### config.mk
export PLATFORM = sky130hd
export DESIGN_NAME = plc_3e_response_frame_parser_unit_flat
export DESIGN_NICKNAME = d
export VERILOG_FILES = /design/src/hw/rtl/plc3e_pkg.sv /design/src/hw/rtl/plc3e_rx_if.sv /design/src/hw/rtl/plc3e_tx_if.sv /design/src/hw/rtl/plc3e_cfg_if.sv /design/src/hw/rtl/plc_3e_response_frame_parser_unit.sv /design/src/hw/rtl/plc3e_cfg_regs.sv /design/src/hw/rtl/plc3e_decode.sv /design/src/hw/rtl/plc3e_out_buf.sv /design/src/flat_wrapper.sv
export SDC_FILE = /design/constraint.sdc
export NUM_CORES = 1
export LEC_CHECK = 0
export ABC_AREA = 1
export BUFFER_PORTS_ARGS = -buffer_cell sky130_fd_sc_hd__buf_2
export CAP_MARGIN = 15
export CORE_MARGIN = 5
export CORE_UTILIZATION = 34
export CTS_BUF_LIST = sky130_fd_sc_hd__clkbuf_8
export DETAILED_ROUTE_END_ITERATION = 8
export PLACE_DENSITY_LB_ADDON = 0.25
export SLEW_MARGIN = 30
export SYNTH_ARGS = -nofsm -noshare
export SYNTH_HDL_FRONTEND = slang
export SYNTH_SLANG_ARGS = --single-unit
export TNS_END_PERCENT = 30
### constraint.sdc
create_clock -name clk -period 8.9 [get_ports clk]
set_input_delay 0.89 -clock clk [delete_from_list [all_inputs] [get_ports clk]]
set_output_delay 0.89 -clock clk [all_outputs]
set_load 0.02 [all_outputs]
### src/hw/rtl/plc3e_pkg.sv
// ----------------------------------------------------------------------------
// plc3e_pkg - shared types and constants of the 3E response frame parser
// Field widths, frame layout constants, register and status codes, and the
// hex field helpers used by the decoder.
// ----------------------------------------------------------------------------
package plc3e_pkg;

	// widths
	localparam int POS_W      = 17;
	localparam int WORD_W     = 16;
	localparam int BYTE_W     = 8;
	localparam int CFG_IDX_W  = 2;
	localparam int CFG_DATA_W = 16;
	localparam int NRES       = 3;
	localparam int CNT_W      = 2;

	// frame layout
	localparam int ASC_HDR_LEN = 18;
	localparam int ASC_EC_LEN  = 4;
	localparam int ASC_LEN_POS = 14;
	localparam int BIN_HDR_LEN = 9;
	localparam int BIN_EC_LEN  = 2;
	localparam int BIN_LEN_POS = 7;

	localparam logic [POS_W-1:0] POS_MAX = {POS_W{1'b1}};
	localparam logic [3:0] NIB_MASK = 4'h0F;
	localparam logic [WORD_W-1:0] END_CODE_OK = 16'h0000;

	// configuration register index
	typedef enum logic [CFG_IDX_W-1:0] {
		REG_ASCII_FORMAT = 2'd0,
		REG_EXPECT_DATA  = 2'd1,
		REG_BIT_MODE     = 2'd2,
		REG_BIT_COUNT    = 2'd3
	} cfg_reg_t;

	// frame status codes
	typedef enum logic [1:0] {
		ST_GOOD     = 2'd0,
		ST_INVALID  = 2'd1,
		ST_END_CODE = 2'd2
	} status_t;

	typedef struct packed {
		logic              ascii_format;
		logic              expect_data;
		logic              bit_mode;
		logic [WORD_W-1:0] bit_count;
	} cfg_t;

	typedef struct packed {
		logic              is_status;
		logic [WORD_W-1:0] value;
		logic [1:0]        status;
		logic [WORD_W-1:0] end_code;
	} res_t;

	// results caused by one byte, in order, cnt of them valid
	typedef struct packed {
		logic [CNT_W-1:0]     cnt;
		res_t [NRES-1:0]      item;
	} res_set_t;

	typedef struct packed {
		logic [WORD_W-1:0] acc;
		logic              stop;
	} hex_t;

	// hex digit value, or 16 for a non-hex character
	function automatic logic [4:0] hex_digit(input logic [BYTE_W-1:0] c);
		logic [4:0] d;
		if (c >= 8'h30 && c <= 8'h39) begin
			d = 5'(c - 8'h30);
		end else if (c >= 8'h41 && c <= 8'h46) begin
			d = 5'(c - 8'h37);
		end else if (c >= 8'h61 && c <= 8'h66) begin
			d = 5'(c - 8'h57);
		end else begin
			d = 5'd16;
		end
		return d;
	endfunction

	// one character of a leading-run hex field
	function automatic hex_t hex_take(input logic first, input logic [WORD_W-1:0] acc,
			input logic stop, input logic [BYTE_W-1:0] c);
		hex_t r;
		logic [4:0] d;
		d = hex_digit(c);
		r.acc = first ? '0 : acc;
		r.stop = first ? 1'b0 : stop;
		if (!r.stop && !d[4]) begin
			r.acc = {r.acc[WORD_W-5:0], d[3:0]};
		end else begin
			r.stop = 1'b1;
		end
		return r;
	endfunction

endpackage

### src/hw/rtl/plc3e_rx_if.sv
// ----------------------------------------------------------------------------
// plc3e_rx_if - received byte channel
// One frame byte or character per transaction, frame_end on the final one.
// ----------------------------------------------------------------------------
interface plc3e_rx_if;
	logic                      valid;
	logic                      ready;
	logic [plc3e_pkg::BYTE_W-1:0] data_byte;
	logic                      frame_end;

	modport source (output valid, data_byte, frame_end, input ready);
	modport sink (input valid, data_byte, frame_end, output ready);
endinterface

### src/hw/rtl/plc3e_tx_if.sv
// ----------------------------------------------------------------------------
// plc3e_tx_if - result channel
// Data items and the closing status item of each frame.
// ----------------------------------------------------------------------------
interface plc3e_tx_if;
	logic                         valid;
	logic                         ready;
	logic                         is_status;
	logic [plc3e_pkg::WORD_W-1:0] value;
	logic [1:0]                   status;
	logic [plc3e_pkg::WORD_W-1:0] end_code;
	logic                         last;

	modport source (output valid, is_status, value, status, end_code, last, input ready);
	modport sink (input valid, is_status, value, status, end_code, last, output ready);
endinterface

### src/hw/rtl/plc3e_cfg_if.sv
// ----------------------------------------------------------------------------
// plc3e_cfg_if - configuration write channel
// Register index and write data per transaction.
// ----------------------------------------------------------------------------
interface plc3e_cfg_if;
	logic                             valid;
	logic                             ready;
	logic [plc3e_pkg::CFG_IDX_W-1:0]  index;
	logic [plc3e_pkg::CFG_DATA_W-1:0] data;

	modport source (output valid, index, data, input ready);
	modport sink (input valid, index, data, output ready);
endinterface

### src/hw/rtl/plc_3e_response_frame_parser_unit.sv
// ----------------------------------------------------------------------------
// plc_3e_response_frame_parser_unit - 3E response frame parser, top level
// Decodes ASCII or binary response frames byte by byte into data items and
// a closing status item per frame.
//
//   channel  dir  transaction carries
//   rx       in   data_byte, frame_end
//   tx       out  is_status, value, status, end_code, last
//   cfg      in   index, data (ascii_format, expect_data, bit_mode, bit_count)
//
// A byte passes the input register, then is decoded into the result buffer.
// The results of a byte leave one per result transaction: up to three in
// binary bit mode with frame end, limited by the single-item result port.
// Reset clears all frame state and sets the registers to binary, read
// response, word mode, bit_count 1.
// tx stalls hold the result buffer and, once the input register is full, rx.
// ----------------------------------------------------------------------------
module plc_3e_response_frame_parser_unit (
	input  logic       clk,
	input  logic       arst_n,
	plc3e_rx_if.sink   rx,
	plc3e_tx_if.source tx,
	plc3e_cfg_if.sink  cfg
);

	plc3e_pkg::cfg_t     cfg_regs;
	plc3e_pkg::res_set_t res_set;
	logic                res_load;
	logic                res_free;

	plc3e_cfg_regs u_cfg (
		.clk      (clk),
		.arst_n   (arst_n),
		.cfg      (cfg),
		.cfg_regs (cfg_regs)
	);

	plc3e_decode u_decode (
		.clk      (clk),
		.arst_n   (arst_n),
		.rx       (rx),
		.cfg_regs (cfg_regs),
		.res_free (res_free),
		.res_load (res_load),
		.res_set  (res_set)
	);

	plc3e_out_buf u_out (
		.clk      (clk),
		.arst_n   (arst_n),
		.res_load (res_load),
		.res_set  (res_set),
		.res_free (res_free),
		.tx       (tx)
	);

endmodule

### src/hw/rtl/plc3e_cfg_regs.sv
// ----------------------------------------------------------------------------
// plc3e_cfg_regs - configuration registers
// Takes a write on every transaction of the configuration channel.
// ----------------------------------------------------------------------------
module plc3e_cfg_regs (
	input  logic              clk,
	input  logic              arst_n,
	plc3e_cfg_if.sink         cfg,
	output plc3e_pkg::cfg_t   cfg_regs
);

	plc3e_pkg::cfg_t regs_q;

	assign cfg.ready = 1'b1;
	assign cfg_regs = regs_q;

	// register writes
	always_ff @(posedge clk or negedge arst_n) begin
		if (!arst_n) begin
			regs_q.ascii_format <= 1'b0;
			regs_q.expect_data  <= 1'b1;
			regs_q.bit_mode     <= 1'b0;
			regs_q.bit_count    <= plc3e_pkg::WORD_W'(1);
		end else if (cfg.valid) begin
			case (plc3e_pkg::cfg_reg_t'(cfg.index))
				plc3e_pkg::REG_ASCII_FORMAT: regs_q.ascii_format <= cfg.data[0];
				plc3e_pkg::REG_EXPECT_DATA:  regs_q.expect_data  <= cfg.data[0];
				plc3e_pkg::REG_BIT_MODE:     regs_q.bit_mode     <= cfg.data[0];
				plc3e_pkg::REG_BIT_COUNT:    regs_q.bit_count    <= cfg.data;
				default: ;
			endcase
		end
	end

endmodule

### src/hw/rtl/plc3e_decode.sv
// ----------------------------------------------------------------------------
// plc3e_decode - input register, frame state and byte decoder
// Registers each received byte, decodes it against the frame state and hands
// the results it causes (up to three) to the result buffer in one step.
// ----------------------------------------------------------------------------
module plc3e_decode (
	input  logic                 clk,
	input  logic                 arst_n,
	plc3e_rx_if.sink             rx,
	input  plc3e_pkg::cfg_t      cfg_regs,
	input  logic                 res_free,
	output logic                 res_load,
	output plc3e_pkg::res_set_t  res_set
);

	localparam int PW = plc3e_pkg::POS_W;
	localparam int WW = plc3e_pkg::WORD_W;

	// input register
	logic                           valid_s1;
	logic [plc3e_pkg::BYTE_W-1:0]   byte_s1;
	logic                           fe_s1;

	// frame state
	logic [PW-1:0]  pos_q;
	logic [WW-1:0]  len_q;
	logic [WW-1:0]  ec_q;
	logic [WW-1:0]  hacc_q;
	logic           hstop_q;
	logic [1:0]     phase_q;
	logic [7:0]     lowb_q;
	logic [WW-1:0]  bits_q;
	logic           derr_q;

	// next state
	logic [PW-1:0]  pos_d;
	logic [WW-1:0]  len_d;
	logic [WW-1:0]  ec_d;
	logic [WW-1:0]  hacc_d;
	logic           hstop_d;
	logic [1:0]     phase_d;
	logic [7:0]     lowb_d;
	logic [WW-1:0]  bits_d;
	logic           derr_d;

	logic              adv;
	logic              hfirst;
	plc3e_pkg::hex_t   hx;
	logic              d0_v, d1_v;
	logic [WW-1:0]     d0, d1;
	logic [3:0]        nib_hi, nib_lo;
	logic              take_hi, take_lo;
	logic [WW-1:0]     bits_mid;
	logic [PW:0]       total;
	logic [PW:0]       hdr;
	logic [PW:0]       ecs;
	logic [1:0]        st;
	plc3e_pkg::res_t   st_item;
	plc3e_pkg::res_t   d0_item, d1_item;
	logic [1:0]        ndata;

	assign adv = valid_s1 && res_free;
	assign rx.ready = !valid_s1 || adv;
	assign res_load = adv;

	// input register
	always_ff @(posedge clk or negedge arst_n) begin
		if (!arst_n) begin
			valid_s1 <= 1'b0;
		end else if (rx.ready) begin
			valid_s1 <= rx.valid;
		end
	end

	always_ff @(posedge clk) begin
		if (rx.valid && rx.ready) begin
			byte_s1 <= rx.data_byte;
			fe_s1   <= rx.frame_end;
		end
	end

	// hex field character, shared by length, end code and ASCII words
	always_comb begin
		hfirst = (pos_q == PW'(plc3e_pkg::ASC_LEN_POS))
			|| (pos_q == PW'(plc3e_pkg::ASC_HDR_LEN))
			|| (pos_q >= PW'(plc3e_pkg::ASC_HDR_LEN + plc3e_pkg::ASC_EC_LEN)
				&& phase_q == 2'd0);
		hx = plc3e_pkg::hex_take(hfirst, hacc_q, hstop_q, byte_s1);
	end

	// byte decode
	always_comb begin
		len_d   = len_q;
		ec_d    = ec_q;
		hacc_d  = hacc_q;
		hstop_d = hstop_q;
		phase_d = phase_q;
		lowb_d  = lowb_q;
		bits_d  = bits_q;
		derr_d  = derr_q;
		d0_v    = 1'b0;
		d1_v    = 1'b0;
		d0      = '0;
		d1      = '0;
		nib_hi  = byte_s1[7:4];
		nib_lo  = byte_s1[3:0] & plc3e_pkg::NIB_MASK;
		take_hi = bits_q < cfg_regs.bit_count;
		bits_mid = bits_q + WW'(take_hi);
		take_lo = bits_mid < cfg_regs.bit_count;
		if (cfg_regs.ascii_format) begin
			if (pos_q >= PW'(plc3e_pkg::ASC_LEN_POS)
					&& pos_q < PW'(plc3e_pkg::ASC_HDR_LEN)) begin
				hacc_d  = hx.acc;
				hstop_d = hx.stop;
				if (pos_q == PW'(plc3e_pkg::ASC_HDR_LEN - 1)) begin
					len_d = hx.acc;
				end
			end else if (pos_q >= PW'(plc3e_pkg::ASC_HDR_LEN)
					&& pos_q < PW'(plc3e_pkg::ASC_HDR_LEN + plc3e_pkg::ASC_EC_LEN)) begin
				hacc_d  = hx.acc;
				hstop_d = hx.stop;
				ec_d    = hx.acc;
			end else if (pos_q >= PW'(plc3e_pkg::ASC_HDR_LEN + plc3e_pkg::ASC_EC_LEN)
					&& cfg_regs.expect_data) begin
				if (cfg_regs.bit_mode) begin
					if (byte_s1 == 8'h30 || byte_s1 == 8'h31) begin
						d0_v = 1'b1;
						d0   = WW'(byte_s1[0]);
					end else begin
						derr_d = 1'b1;
					end
				end else begin
					hacc_d  = hx.acc;
					hstop_d = hx.stop;
					if (phase_q == 2'd3) begin
						d0_v    = 1'b1;
						d0      = hx.acc;
						phase_d = 2'd0;
					end else begin
						phase_d = phase_q + 2'd1;
					end
				end
			end
		end else begin
			if (pos_q == PW'(plc3e_pkg::BIN_LEN_POS)) begin
				len_d[7:0] = byte_s1;
			end else if (pos_q == PW'(plc3e_pkg::BIN_LEN_POS + 1)) begin
				len_d[15:8] = byte_s1;
			end else if (pos_q == PW'(plc3e_pkg::BIN_HDR_LEN)) begin
				ec_d[7:0] = byte_s1;
			end else if (pos_q == PW'(plc3e_pkg::BIN_HDR_LEN + 1)) begin
				ec_d[15:8] = byte_s1;
			end else if (pos_q >= PW'(plc3e_pkg::BIN_HDR_LEN + plc3e_pkg::BIN_EC_LEN)
					&& cfg_regs.expect_data) begin
				if (cfg_regs.bit_mode) begin
					// high nibble first, each counted while below bit_count
					if (take_hi) begin
						if (nib_hi > 4'd1) begin
							derr_d = 1'b1;
						end else begin
							d0_v = 1'b1;
							d0   = WW'(nib_hi[0]);
						end
					end
					if (take_lo) begin
						if (nib_lo > 4'd1) begin
							derr_d = 1'b1;
						end else if (d0_v) begin
							d1_v = 1'b1;
							d1   = WW'(nib_lo[0]);
						end else begin
							d0_v = 1'b1;
							d0   = WW'(nib_lo[0]);
						end
					end
					bits_d = bits_mid + WW'(take_lo);
				end else if (phase_q == 2'd0) begin
					lowb_d  = byte_s1;
					phase_d = 2'd1;
				end else begin
					d0_v    = 1'b1;
					d0      = {byte_s1, lowb_q};
					phase_d = 2'd0;
				end
			end
		end
		pos_d = (pos_q == plc3e_pkg::POS_MAX) ? pos_q : pos_q + PW'(1);
	end

	// frame status on the final byte
	always_comb begin
		total = {1'b0, pos_q} + (PW+1)'(1);
		hdr = cfg_regs.ascii_format ? (PW+1)'(plc3e_pkg::ASC_HDR_LEN)
			: (PW+1)'(plc3e_pkg::BIN_HDR_LEN);
		ecs = cfg_regs.ascii_format ? (PW+1)'(plc3e_pkg::ASC_EC_LEN)
			: (PW+1)'(plc3e_pkg::BIN_EC_LEN);
		if (total < hdr + ecs) begin
			st = plc3e_pkg::ST_INVALID;
		end else if (len_d == '0 || {{(PW+1-WW){1'b0}}, len_d} != total - hdr) begin
			st = plc3e_pkg::ST_INVALID;
		end else if (ec_d != plc3e_pkg::END_CODE_OK) begin
			st = plc3e_pkg::ST_END_CODE;
		end else if (cfg_regs.expect_data && derr_d) begin
			st = plc3e_pkg::ST_INVALID;
		end else if (cfg_regs.expect_data && !cfg_regs.bit_mode && phase_d != 2'd0) begin
			st = plc3e_pkg::ST_INVALID;
		end else begin
			st = plc3e_pkg::ST_GOOD;
		end
	end

	// result set, data items first and the status item after them
	always_comb begin
		st_item.is_status = 1'b1;
		st_item.value     = '0;
		st_item.status    = st;
		st_item.end_code  = ec_d;
		d0_item.is_status = 1'b0;
		d0_item.value     = d0;
		d0_item.status    = plc3e_pkg::ST_GOOD;
		d0_item.end_code  = '0;
		d1_item.is_status = 1'b0;
		d1_item.value     = d1;
		d1_item.status    = plc3e_pkg::ST_GOOD;
		d1_item.end_code  = '0;
		ndata = 2'(d0_v) + 2'(d1_v);
		res_set.item[0] = d0_v ? d0_item : st_item;
		res_set.item[1] = d1_v ? d1_item : st_item;
		res_set.item[2] = st_item;
		res_set.cnt = ndata + 2'(fe_s1);
	end

	// frame state update, cleared when the frame end byte is decoded
	always_ff @(posedge clk or negedge arst_n) begin
		if (!arst_n) begin
			pos_q   <= '0;
			len_q   <= '0;
			ec_q    <= '0;
			hacc_q  <= '0;
			hstop_q <= 1'b0;
			phase_q <= '0;
			lowb_q  <= '0;
			bits_q  <= '0;
			derr_q  <= 1'b0;
		end else if (adv) begin
			if (fe_s1) begin
				pos_q   <= '0;
				len_q   <= '0;
				ec_q    <= '0;
				hacc_q  <= '0;
				hstop_q <= 1'b0;
				phase_q <= '0;
				lowb_q  <= '0;
				bits_q  <= '0;
				derr_q  <= 1'b0;
			end else begin
				pos_q   <= pos_d;
				len_q   <= len_d;
				ec_q    <= ec_d;
				hacc_q  <= hacc_d;
				hstop_q <= hstop_d;
				phase_q <= phase_d;
				lowb_q  <= lowb_d;
				bits_q  <= bits_d;
				derr_q  <= derr_d;
			end
		end
	end

	// a frame end always restarts the byte count
	a_frame_restart: assert property (@(posedge clk) disable iff (!arst_n)
		adv && fe_s1 |=> pos_q == '0)
		else $error("byte position not cleared after frame end");

	// byte count steps by one until it saturates
	a_pos_step: assert property (@(posedge clk) disable iff (!arst_n)
		adv && !fe_s1 && pos_q != plc3e_pkg::POS_MAX |=> pos_q == $past(pos_q) + PW'(1))
		else $error("byte position did not advance");

	// a byte waiting for the result buffer stays in the input register
	a_s1_hold: assert property (@(posedge clk) disable iff (!arst_n)
		valid_s1 && !adv |=> valid_s1)
		else $error("input register dropped a waiting byte");

endmodule

### src/hw/rtl/plc3e_out_buf.sv
// ----------------------------------------------------------------------------
// plc3e_out_buf - result buffer
// Holds the result set of one byte and drives it out one item per
// transaction, marking the final one.
// ----------------------------------------------------------------------------
module plc3e_out_buf (
	input  logic                 clk,
	input  logic                 arst_n,
	input  logic                 res_load,
	input  plc3e_pkg::res_set_t  res_set,
	output logic                 res_free,
	plc3e_tx_if.source           tx
);

	plc3e_pkg::res_t [plc3e_pkg::NRES-1:0] item_q;
	logic [plc3e_pkg::CNT_W-1:0]           cnt_q;
	logic [plc3e_pkg::CNT_W-1:0]           rd_q;
	logic                                  at_last;
	plc3e_pkg::res_t                       cur;

	assign tx.valid = rd_q < cnt_q;
	assign at_last  = rd_q == cnt_q - plc3e_pkg::CNT_W'(1);
	assign res_free = !tx.valid || (tx.ready && at_last);

	// output view of the current item
	always_comb begin
		cur = item_q[rd_q];
		tx.is_status = cur.is_status;
		tx.value     = cur.value;
		tx.status    = cur.status;
		tx.end_code  = cur.end_code;
		tx.last      = at_last;
	end

	// read pointer and fill count
	always_ff @(posedge clk or negedge arst_n) begin
		if (!arst_n) begin
			cnt_q <= '0;
			rd_q  <= '0;
		end else if (res_load) begin
			cnt_q <= res_set.cnt;
			rd_q  <= '0;
		end else if (tx.valid && tx.ready) begin
			rd_q <= rd_q + plc3e_pkg::CNT_W'(1);
		end
	end

	always_ff @(posedge clk) begin
		if (res_load) begin
			item_q <= res_set.item;
		end
	end

	// never overwrite a set that still has items to deliver
	a_load_free: assert property (@(posedge clk) disable iff (!arst_n)
		res_load |-> res_free)
		else $error("result set loaded over undelivered items");

	// read pointer stays within the set
	a_rd_bound: assert property (@(posedge clk) disable iff (!arst_n)
		rd_q <= cnt_q && cnt_q <= plc3e_pkg::CNT_W'(plc3e_pkg::NRES))
		else $error("result read pointer out of range");

	// a stalled result transaction holds its item
	a_tx_hold: assert property (@(posedge clk) disable iff (!arst_n)
		tx.valid && !tx.ready |=> tx.valid && $stable(rd_q) && $stable(cur))
		else $error("result changed while stalled");

endmodule

### src/flat_wrapper.sv
// flat-port wrapper written by rule: the top's interface ports become plain ports
module plc_3e_response_frame_parser_unit_flat 
  (clk, arst_n, rx_valid, rx_data_byte, rx_frame_end, rx_ready, tx_valid, tx_is_status, tx_value, tx_status, tx_end_code, tx_last, tx_ready, cfg_valid, cfg_index, cfg_data, cfg_ready);
  plc3e_rx_if rx_i ();
  plc3e_tx_if tx_i ();
  plc3e_cfg_if cfg_i ();
  input  logic clk;
  input  logic arst_n;
  input wire logic [$bits(rx_i.valid)-1:0] rx_valid;
  input wire logic [$bits(rx_i.data_byte)-1:0] rx_data_byte;
  input wire logic [$bits(rx_i.frame_end)-1:0] rx_frame_end;
  output wire logic [$bits(rx_i.ready)-1:0] rx_ready;
  output wire logic [$bits(tx_i.valid)-1:0] tx_valid;
  output wire logic [$bits(tx_i.is_status)-1:0] tx_is_status;
  output wire logic [$bits(tx_i.value)-1:0] tx_value;
  output wire logic [$bits(tx_i.status)-1:0] tx_status;
  output wire logic [$bits(tx_i.end_code)-1:0] tx_end_code;
  output wire logic [$bits(tx_i.last)-1:0] tx_last;
  input wire logic [$bits(tx_i.ready)-1:0] tx_ready;
  input wire logic [$bits(cfg_i.valid)-1:0] cfg_valid;
  input wire logic [$bits(cfg_i.index)-1:0] cfg_index;
  input wire logic [$bits(cfg_i.data)-1:0] cfg_data;
  output wire logic [$bits(cfg_i.ready)-1:0] cfg_ready;
  assign rx_i.valid = rx_valid;
  assign rx_i.data_byte = rx_data_byte;
  assign rx_i.frame_end = rx_frame_end;
  assign rx_ready = rx_i.ready;
  assign tx_valid = tx_i.valid;
  assign tx_is_status = tx_i.is_status;
  assign tx_value = tx_i.value;
  assign tx_status = tx_i.status;
  assign tx_end_code = tx_i.end_code;
  assign tx_last = tx_i.last;
  assign tx_i.ready = tx_ready;
  assign cfg_i.valid = cfg_valid;
  assign cfg_i.index = cfg_index;
  assign cfg_i.data = cfg_data;
  assign cfg_ready = cfg_i.ready;
  plc_3e_response_frame_parser_unit u_core (.clk(clk), .arst_n(arst_n), .rx(rx_i), .tx(tx_i), .cfg(cfg_i));
endmodule
==> results of run 1 <==
-- flip-flops by register name (all words and copies together), names as in the netlist --
signal                    flops
u_core.u_out.item_q          73
u_core.u_cfg.cfg_regs        19
u_core.u_decode.pos_q        17
u_core.u_decode.bits_q       16
u_core.u_decode.ec_q         16
u_core.u_decode.hacc_q       16
u_core.u_decode.len_q        16
u_core.u_decode.byte_s1       8
u_core.u_decode.lowb_q        8
u_core.u_decode.phase_q       2
u_core.u_out.cnt_q            2
u_core.u_out.rd_q             2
u_core.u_decode.derr_q        1
u_core.u_decode.fe_s1         1
u_core.u_decode.hstop_q       1
u_core.u_decode.valid_s1      1
-- per-layer routing --
| layer | up-vias | wire (um) |
|---|---|---|
| met5 | - | 0 |
| met4 | 0 | 734 |
| met3 | 37 | 1490 |
| met2 | 280 | 16800 |
| met1 | 5376 | 17500 |
| li1 | 5613 | - |
-- Yosys cell counts, drive strengths merged (2+ instances only) --
| cell | n |
|---|---|
| a21boi | 2 |
| a21o | 2 |
| a21oi | 86 |
| a31o | 2 |
| a41oi | 2 |
| buf | 24 |
| clkbuf | 40 |
| clkinv | 6 |
| dfrtp | 115 |
| dfstp | 2 |
| edfxtp | 82 |
| fa | 2 |
| ha | 51 |
| inv | 193 |
| nand2 | 390 |
| nand3 | 133 |
| nand3b | 7 |
| nand4 | 37 |
| nor2 | 222 |
| nor3 | 14 |
| nor4 | 2 |
| o211ai | 31 |
| o21ai | 68 |
| o22ai | 70 |
| o31ai | 21 |
| o32ai | 3 |
| or2 | 3 |
| xnor2 | 9 |
| xor2 | 27 |
-- cell families (layout without fill, tap and decap cells) --
logic type,count (synthesis),after routing,share of synthesized area (%)
flip-flops,199,199,42.2
other,1,1,0.0294
XOR/XNOR,36,36,2.62
AND/OR/NAND/NOR,809,809,28.0
adder cells (fa/ha/maj),53,53,5.31
buffers and inverters,263,312,8.16
AO/OA/AOI/OAI,290,290,13.7
-- path summary, 6_finish.rpt --
check,start,slack (ps),endpoint,cells past startpoint
worst max-delay path,u_core.u_decode.bits_q[13]$_DFFE_PN0P_,2550,u_core.u_decode.bits_q[15]$_DFFE_PN0P_,36
worst min-delay path,arst_n,310,u_core.u_cfg.cfg_regs[8]$_DFFE_PN0P_,1
worst max register to register,u_core.u_decode.bits_q[13]$_DFFE_PN0P_,2550,u_core.u_decode.bits_q[15]$_DFFE_PN0P_,36
worst min register to register,u_core.u_decode.derr_q$_DFFE_PN0P_,490,u_core.u_decode.derr_q$_DFFE_PN0P_,1
max in group asynchronous,arst_n,7190,u_core.u_cfg.cfg_regs[18]$_DFFE_PN0P_,3
min in group clk,u_core.u_decode.derr_q$_DFFE_PN0P_,490,u_core.u_decode.derr_q$_DFFE_PN0P_,1
-- final cells by class --
| type | count | area [um^2] |
|---|---|---|
| fillers | 3922 | 23400 |
| well taps | 511 | 639 |
| clock buffers | 17 | 234 |
| flip-flops and latches | 199 | 5390 |
| repair buffers | 81 | 450 |
| multi-input cells | 1189 | 6350 |
| clock inverters | 15 | 183 |
| inverters | 199 | 747 |
-- per-stage QoR --
step / instance area [um^2] / power [uW] / instances
finish: 14000 / 3380 / 2211
floorplan: 12800 / 2350 / 1651
CTS: 14000 / 3410 / 2210
detailed placement: 13600 / 2790 / 2178
global route: 14000 / 3620 / 2211
global placement: 13600 / 2770 / 2178
-- power by group through the flow --
stage	sequential, uW	clock [uW]	combinational [uW]
2_1_floorplan	1350	0	1010
3_3_place_gp	1360	0	1410
3_5_place_dp	1370	0	1430
4_1_cts	1350	631	1430
5_1_grt	1380	666	1580
6_report	1350	616	1410
==> flow_summary.yaml, run 1 <==
timing:
  slew_viol_final: 0
  hold_violations: 0
  setup_tns_ps: 0
  fmax_ghz: 0.157
  finalSetupViolations: 0
  rsz0062_at_grt: "false"
  fin_skew_ps: 16.3
  worst_hold_slack_ps: 306
  setup_slack_ps: 2550
  max_slew.worst_pin.slew_ps: 998
  post-route-period-util_pct: 71.4
  relSlewSlack_pct: 32.8
  period_minus_slack_ps: 6350
run:
  maxCapViolCount: 0
setup_path:
  critPathRequiredTime_ps: 9250
  critPathSlowestCell: "dfrtp_1"
  path_buf_inv: 1
  crit_family: "simple AND/OR/NAND/NOR gates"
  critPathKind: "register to register"
  endpoint_kind: "register"
  worstSetupStartpointType: "register"
  cpMostUsedCell: "nor2_1"
  slowest_delay_ps: 460
  worstPathMaxFanout: 5
  cp.arrival_ps: 6700
cts:
  htree_levels: 4
  cts_buffers: 17
  cts_root_buf: "clkbuf_8"
  postCtsSetupBuffers: 0
  clock-sinks: 199
  path_clk_slew_ps: 110
  ctsResizeCount: 0
  cts_tree: "yes"
  cts_hold_buf: 0
  cts_max_path_buffers: 2
  clock_latency_ps: 500
floorplanning:
  dieHeight_um: 204
  dieArea_um2: 41500
  io_pins: 71
  core_um2: 37400
  row_count: 71
  start_util_pct: 34.2
  chipWidth_um: 204
synth:
  synth_top_area_cell: "dfrtp_1"
  synth_async_sr_flop_share_pct: 58.8
  synth_top_area_share_pct: 22.5
  yosysSeqAreaShare_pct: 42.2
  ys_types: 53
  synth_edf_count: 82
  ys_top_cells_by_area: "dfrtp_1, edfxtp_1, nand2_1, nor2_1, inv_1"
  synth_ff_type: "dfrtp_1"
  synth.avg_cell_area_um2: 7.74
  netlist_area_um2: 12800
  ys_seq_elements: 199
  syn_inst: 1651
  yosysWarnings: 0
  synthesis.nets: 1736
route:
  wirelength_um: 36500
  dr.pass1.iters: 6
  drtIter0Drc: 911
  ant_nets: 0
  num_vias: 11300
  vias_per_cell: 5.11
  drc: 0
  avgRoutedWirePerCell_um: 16.5
global_route:
  top_usage_layer: "met2"
  grt_antenna_before_repair: 0
  grt_pass1_vias: 10800
  grtUsageTotal_pct: 17.6
  use_met2_pct: 28.5
  grt_use_met3_pct: 2.11
  grt_overflow: 0
  grt_max_degree: 62
  grt_pass1_wl_um: 58800
  grtUsageMet1_pct: 24.8
placement:
  place_congestion: 0.867
  dp_hpwl_um: 26500
  place_ws_ps: 2620
  io_buffers: 69
power:
  powerDensity_nw_per_um2: 241
  peakVddDrop_mv: 0.145
  p_clk_share_pct: 18.2
  switching_share_pct: 45.0
  p_sw_uw: 1520
  leakage_uw: 0.00628
  internal-power_uw: 1860
  power_frac_seq_pct: 39.9
  combPwrFrac_pct: 41.9
finish:
  diodes: 0
  fin_util_pct: 37.4
  final_common_cell: "nand2_1"
  drive_gt1_share_pct: 11.1
  area_growth_pct: 9.55
  nets: 1772
  layout_common_cells: "nand2_1, nor2_1, inv_1, nand3_1, dfrtp_1"
status:
  outcome: "finished, final reports clean"
worst_hold_path:
  min_path_type: "primary input to asynchronous set/reset pin"
(Power assumes the default switching activity.)
==> run 2, diff against run 1 <==
==> constraint.sdc (replaced) <==
create_clock -name clk -period 5.3 [get_ports clk]
set_input_delay 0.53 -clock clk [delete_from_list [all_inputs] [get_ports clk]]
set_output_delay 0.53 -clock clk [all_outputs]
set_load 0.02 [all_outputs]
==> flow_summary.yaml, run 2 (same netlist as run 1, synthesis figures left out) <==
route:
  wirelength_um: 38500
  avgRoutedWirePerCell_um: 16.7
  drtIter0Drc: 854
  num_vias: 11700
  ant_nets: 0
  drc: 0
  dr.pass1.iters: 5
  vias_per_cell: 5.07
cts:
  clock-sinks: 199
  htree_levels: 4
  cts_hold_buf: 0
  cts_root_buf: "clkbuf_8"
  cts_tree: "yes"
  cts_max_path_buffers: 2
  cts_buffers: 17
  clock_latency_ps: 500
  path_clk_slew_ps: 130
timing:
  setup_slack_ps: -273
  max_slew.worst_pin.slew_ps: 924
  fin_skew_ps: 22.9
  rsz0062_at_grt: "true"
  worst_hold_slack_ps: 11.3
  finalSetupViolations: 8
  slew_viol_final: 0
  period_minus_slack_ps: 5570
  hold_violations: 0
  post-route-period-util_pct: 105
  relSlewSlack_pct: 38.4
  fmax_ghz: 0.179
placement:
  place_congestion: 0.887
  dp_hpwl_um: 27500
  place_ws_ps: -526
  io_buffers: 69
floorplanning:
  dieHeight_um: 204
  row_count: 71
  core_um2: 37400
  chipWidth_um: 204
  io_pins: 71
  dieArea_um2: 41500
  start_util_pct: 34.2
global_route:
  grt_overflow: 0
  grtUsageTotal_pct: 18.6
  grt_antenna_before_repair: 0
  grt_max_degree: 73
  grt_pass1_vias: 11500
  grt_pass1_wl_um: 62800
power:
  powerDensity_nw_per_um2: 383
  leakage_uw: 0.00679
  peakVddDrop_mv: 0.247
  p_sw_uw: 2610
  power_frac_seq_pct: 39.6
  internal-power_uw: 3190
  totalPowerFinal_uw: 5800
  switching_share_pct: 45.1
  combPwrFrac_pct: 42.4
  p_clk_share_pct: 17.9
setup_path:
  critPathSlowestCell: "dfrtp_1"
  slowest_delay_ps: 410
  critPathRequiredTime_ps: 5710
  path_buf_inv: 11
  cp.arrival_ps: 5980
  endpoint_kind: "register"
  crit_family: "simple AND/OR/NAND/NOR gates"
  critPathKind: "register to register"
  worstSetupStartpointType: "register"
  worstPathMaxFanout: 3
  cpMostUsedCell: "buf_4"
finish:
  drive_gt1_share_pct: 19.6
  diodes: 0
  multi_input_area_um2: 6710
  fillerInstances: 3817
  fin_util_pct: 40.5
  largest_register_ffs: 73
  nets: 1870
  regMostFlops: "u_core.u_out.item_q"
  layout_common_cells: "nand2_1, nor2_1, inv_1, nand3_1, dfrtp_1"
  seq_area_um2: 5400
  area_growth_pct: 18.4
  final_common_cell: "nand2_1"
status:
  outcome: "complete, but fails checks"
  violations: "negative setup slack"
run:
  maxCapViolCount: 0
worst_hold_path:
  min_path_type: "primary input to asynchronous set/reset pin"
run 2: changes by cell type in the layout (fill, tap and decap cells not counted), moves of 10 or more:
cell,previous run,this run
nor2_1,198,188
buf_4,12,102
ha_1,51,37
ha_4,0,13
run 2: metrics by stage:
step | TNS (ps) | cells | area, um^2
finish | -1340 | 2309 | 15100
global route | -5240 | 2309 | 15100
CTS | -499 | 2301 | 14800
detailed placement | -2450 | 2246 | 14100
global placement | -1360 | 2246 | 14100
floorplan | 0 | 1651 | 12800
run 2: power by group through the flow:
stage	logic [uW]	registers, uW	clock network (uW)
3_5_place_dp	2410	2330	0
6_report	2460	2300	1040
3_3_place_gp	2380	2310	0
4_1_cts	2430	2290	1060
5_1_grt	2760	2350	1130
2_1_floorplan	1690	2260	0
run 2: per-layer routing:
layer	track usage [%]	share of wire, %
met2	31.2	48
met5	0	0
met4	4.41	1.8
met3	2.22	3.8
met1	25.9	47
run 2: repair_timing:
item,in CTS,in global routing
setup buffers,23,9
resized for setup,40,50
endpoints found under the setup margin,22,53
pin swaps,33,42
run 2: worst register-to-register path, delay by kind of cell (launching register included):
kind	cells	cell delay, ps
XOR/XNOR	2	280
AO/OA/AOI/OAI	8	1070
buffers and inverters	11	1330
flip-flops	1	410
AND/OR/NAND/NOR	13	1520
adder cells (fa/ha/maj)	4	910
run 2: final timing paths:
kind | start | end | slack [ps] | depth (start not counted)
worst max-delay path | u_core.u_cfg.cfg_regs[1]$_DFFE_PN0P_ | u_core.u_decode.bits_q[5]$_DFFE_PN0P_ | -270 | 38
worst min-delay path | arst_n | u_core.u_cfg.cfg_regs[7]$_DFFE_PN0P_ | 10 | 1
worst max register to register | u_core.u_cfg.cfg_regs[1]$_DFFE_PN0P_ | u_core.u_decode.bits_q[5]$_DFFE_PN0P_ | -270 | 38
worst min register to register | u_core.u_decode.derr_q$_DFFE_PN0P_ | u_core.u_decode.derr_q$_DFFE_PN0P_ | 490 | 1
max in group asynchronous | arst_n | u_core.u_decode.len_q[8]$_DFFE_PN0P_ | 4200 | 2
min in group clk | rx_data_byte[4] | u_core.u_decode.byte_s1[4]$_DFFE_PP_ | 210 | 1
run 2: cell type report:
cell class / count / area share, %
well taps: 511 / 4.23
repair buffers: 179 / 7.98
clock inverters: 15 / 1.24
multi-input cells: 1189 / 44.4
inverters: 199 / 4.95
flip-flops and latches: 199 / 35.7
clock buffers: 17 / 1.55
==> run 3, diff against run 2 <==
--- a/config.mk
+++ b/config.mk
@@ -13,6 +13,7 @@
 export CTS_BUF_LIST = sky130_fd_sc_hd__clkbuf_8
 export DETAILED_ROUTE_END_ITERATION = 8
 export PLACE_DENSITY_LB_ADDON = 0.25
+export SKIP_LAST_GASP = 1
 export SLEW_MARGIN = 30
 export SYNTH_ARGS = -nofsm -noshare
 export SYNTH_HDL_FRONTEND = slang
==> flow_summary.yaml, run 3 (same netlist as run 1, synthesis figures left out) <==
status:
  outcome: "complete, but fails checks"
  violations: "negative setup slack"
setup_path:
  cp.arrival_ps: 6000
  critPathRequiredTime_ps: 5700
  critPathSlowestCell: "dfrtp_1"
  cpMostUsedCell: "buf_4"
  slowest_delay_ps: 400
  worstSetupStartpointType: "register"
  worstPathMaxFanout: 3
  endpoint_kind: "register"
  critPathKind: "register to register"
route:
  drtIter0Drc: 762
  num_vias: 11700
  drc: 0
  ant_nets: 0
  avgRoutedWirePerCell_um: 16.7
  vias_per_cell: 5.08
  dr.pass1.iters: 7
  wirelength_um: 38400
timing:
  post-route-period-util_pct: 106
  period_minus_slack_ps: 5590
  fmax_ghz: 0.179
  setup_slack_ps: -295
  rsz0062_at_grt: "true"
  slew_viol_final: 0
  fin_skew_ps: 23.4
  max_slew.worst_pin.slew_ps: 911
  relSlewSlack_pct: 39.2
  hold_violations: 0
  finalSetupViolations: 7
cts:
  cts_max_path_buffers: 2
  clock_latency_ps: 500
  path_clk_slew_ps: 120
  cts_hold_buf: 0
  clock-sinks: 199
  cts_tree: "yes"
  cts_root_buf: "clkbuf_8"
  htree_levels: 4
  cts_buffers: 17
finish:
  largest_register_ffs: 73
  seq_area_um2: 5400
  diodes: 0
  final_common_cell: "nand2_1"
  multi_input_area_um2: 6720
  drive_gt1_share_pct: 19.4
  area_growth_pct: 18.0
  fillerInstances: 3818
  layout_common_cells: "nand2_1, nor2_1, inv_1, nand3_1, dfrtp_1"
  regMostFlops: "u_core.u_out.item_q"
  nets: 1864
  design_area_um2: 15100
floorplanning:
  io_pins: 71
  start_util_pct: 34.2
  chipWidth_um: 204
  row_count: 71
  dieHeight_um: 204
  core_um2: 37400
  dieArea_um2: 41500
run:
  maxCapViolCount: 0
global_route:
  grt_pass1_wl_um: 62800
  grt_max_degree: 73
  grtUsageTotal_pct: 18.6
  grt_pass1_vias: 11500
  grt_antenna_before_repair: 0
  grt_overflow: 0
power:
  totalPowerFinal_uw: 5800
  powerDensity_nw_per_um2: 385
  leakage_uw: 0.00675
  peakVddDrop_mv: 0.245
placement:
  place_ws_ps: -526
  dp_hpwl_um: 27500
  io_buffers: 69
  place_congestion: 0.887
  dpl_cell_area_um2: 14100
worst_hold_path:
  min_path_type: "primary input to asynchronous set/reset pin"
-- run 3: final timing paths --
kind                                                       from  slack, ps                                     to  cells past startpoint
max                        u_core.u_cfg.cfg_regs[1]$_DFFE_PN0P_       -290  u_core.u_decode.bits_q[5]$_DFFE_PN0P_                     38
min                                                      arst_n         10   u_core.u_cfg.cfg_regs[7]$_DFFE_PN0P_                      1
max reg2reg                u_core.u_cfg.cfg_regs[1]$_DFFE_PN0P_       -290  u_core.u_decode.bits_q[5]$_DFFE_PN0P_                     38
min reg2reg                u_core.u_cfg.cfg_regs[0]$_DFFE_PN1P_        500   u_core.u_cfg.cfg_regs[0]$_DFFE_PN1P_                      2
max in group asynchronous                                arst_n       4190   u_core.u_decode.len_q[8]$_DFFE_PN0P_                      2
min in group clk                                rx_data_byte[4]        210   u_core.u_decode.byte_s1[4]$_DFFE_PP_                      1
-- run 3: report_power, final --
part	internal, uW	switching (uW)
sequential	2080	218
combinational	744	1720
clock	362	677
total	3190	2610
-- run 3: through the flow --
stage                     cells  hold slack (ps)  utilization [%]  setup TNS, ps
after floorplan            1651              234                -              0
after global placement     2246              464             37.6          -1360
after detailed placement   2246              467             37.6          -2450
after CTS                  2301             3.69             39.6           -579
after global routing       2303             37.2             40.3          -4700
final                      2303             14.8             40.3           -929
-- run 3: metal layers --
metal	global-route usage (%)	routed length, um	vias up
met5	0	0	-
met3	2.22	1580	45
met1	25.9	17900	5594
met2	31.2	18400	263
li1	-	-	5799
met4	4.41	640	0
-- run 3: final cells by class --
class	count	share of cell area (%)
clock buffer	17	1.55
clock inverter	15	1.25
inverter	199	4.97
multi-input combinational	1189	44.6
sequential	199	35.8
tap	511	4.24
timing repair buffer	173	7.57
-- run 3: timing repair --
item                                    4_1_cts  5_1_grt
resized for setup                            34       50
pin swaps                                    33       42
endpoints found under the setup margin       22       53
buffers inserted                             23        8
-- run 3: critical path, delay by kind of cell (launching register included) --
| family | cells | cell delay [ps] |
|---|---|---|
| compound gates | 8 | 1050 |
| xor+xnor | 2 | 280 |
| flops | 1 | 400 |
| simple gates | 13 | 1520 |
| buf+inv | 11 | 1330 |
| fa+ha+maj | 4 | 930 |
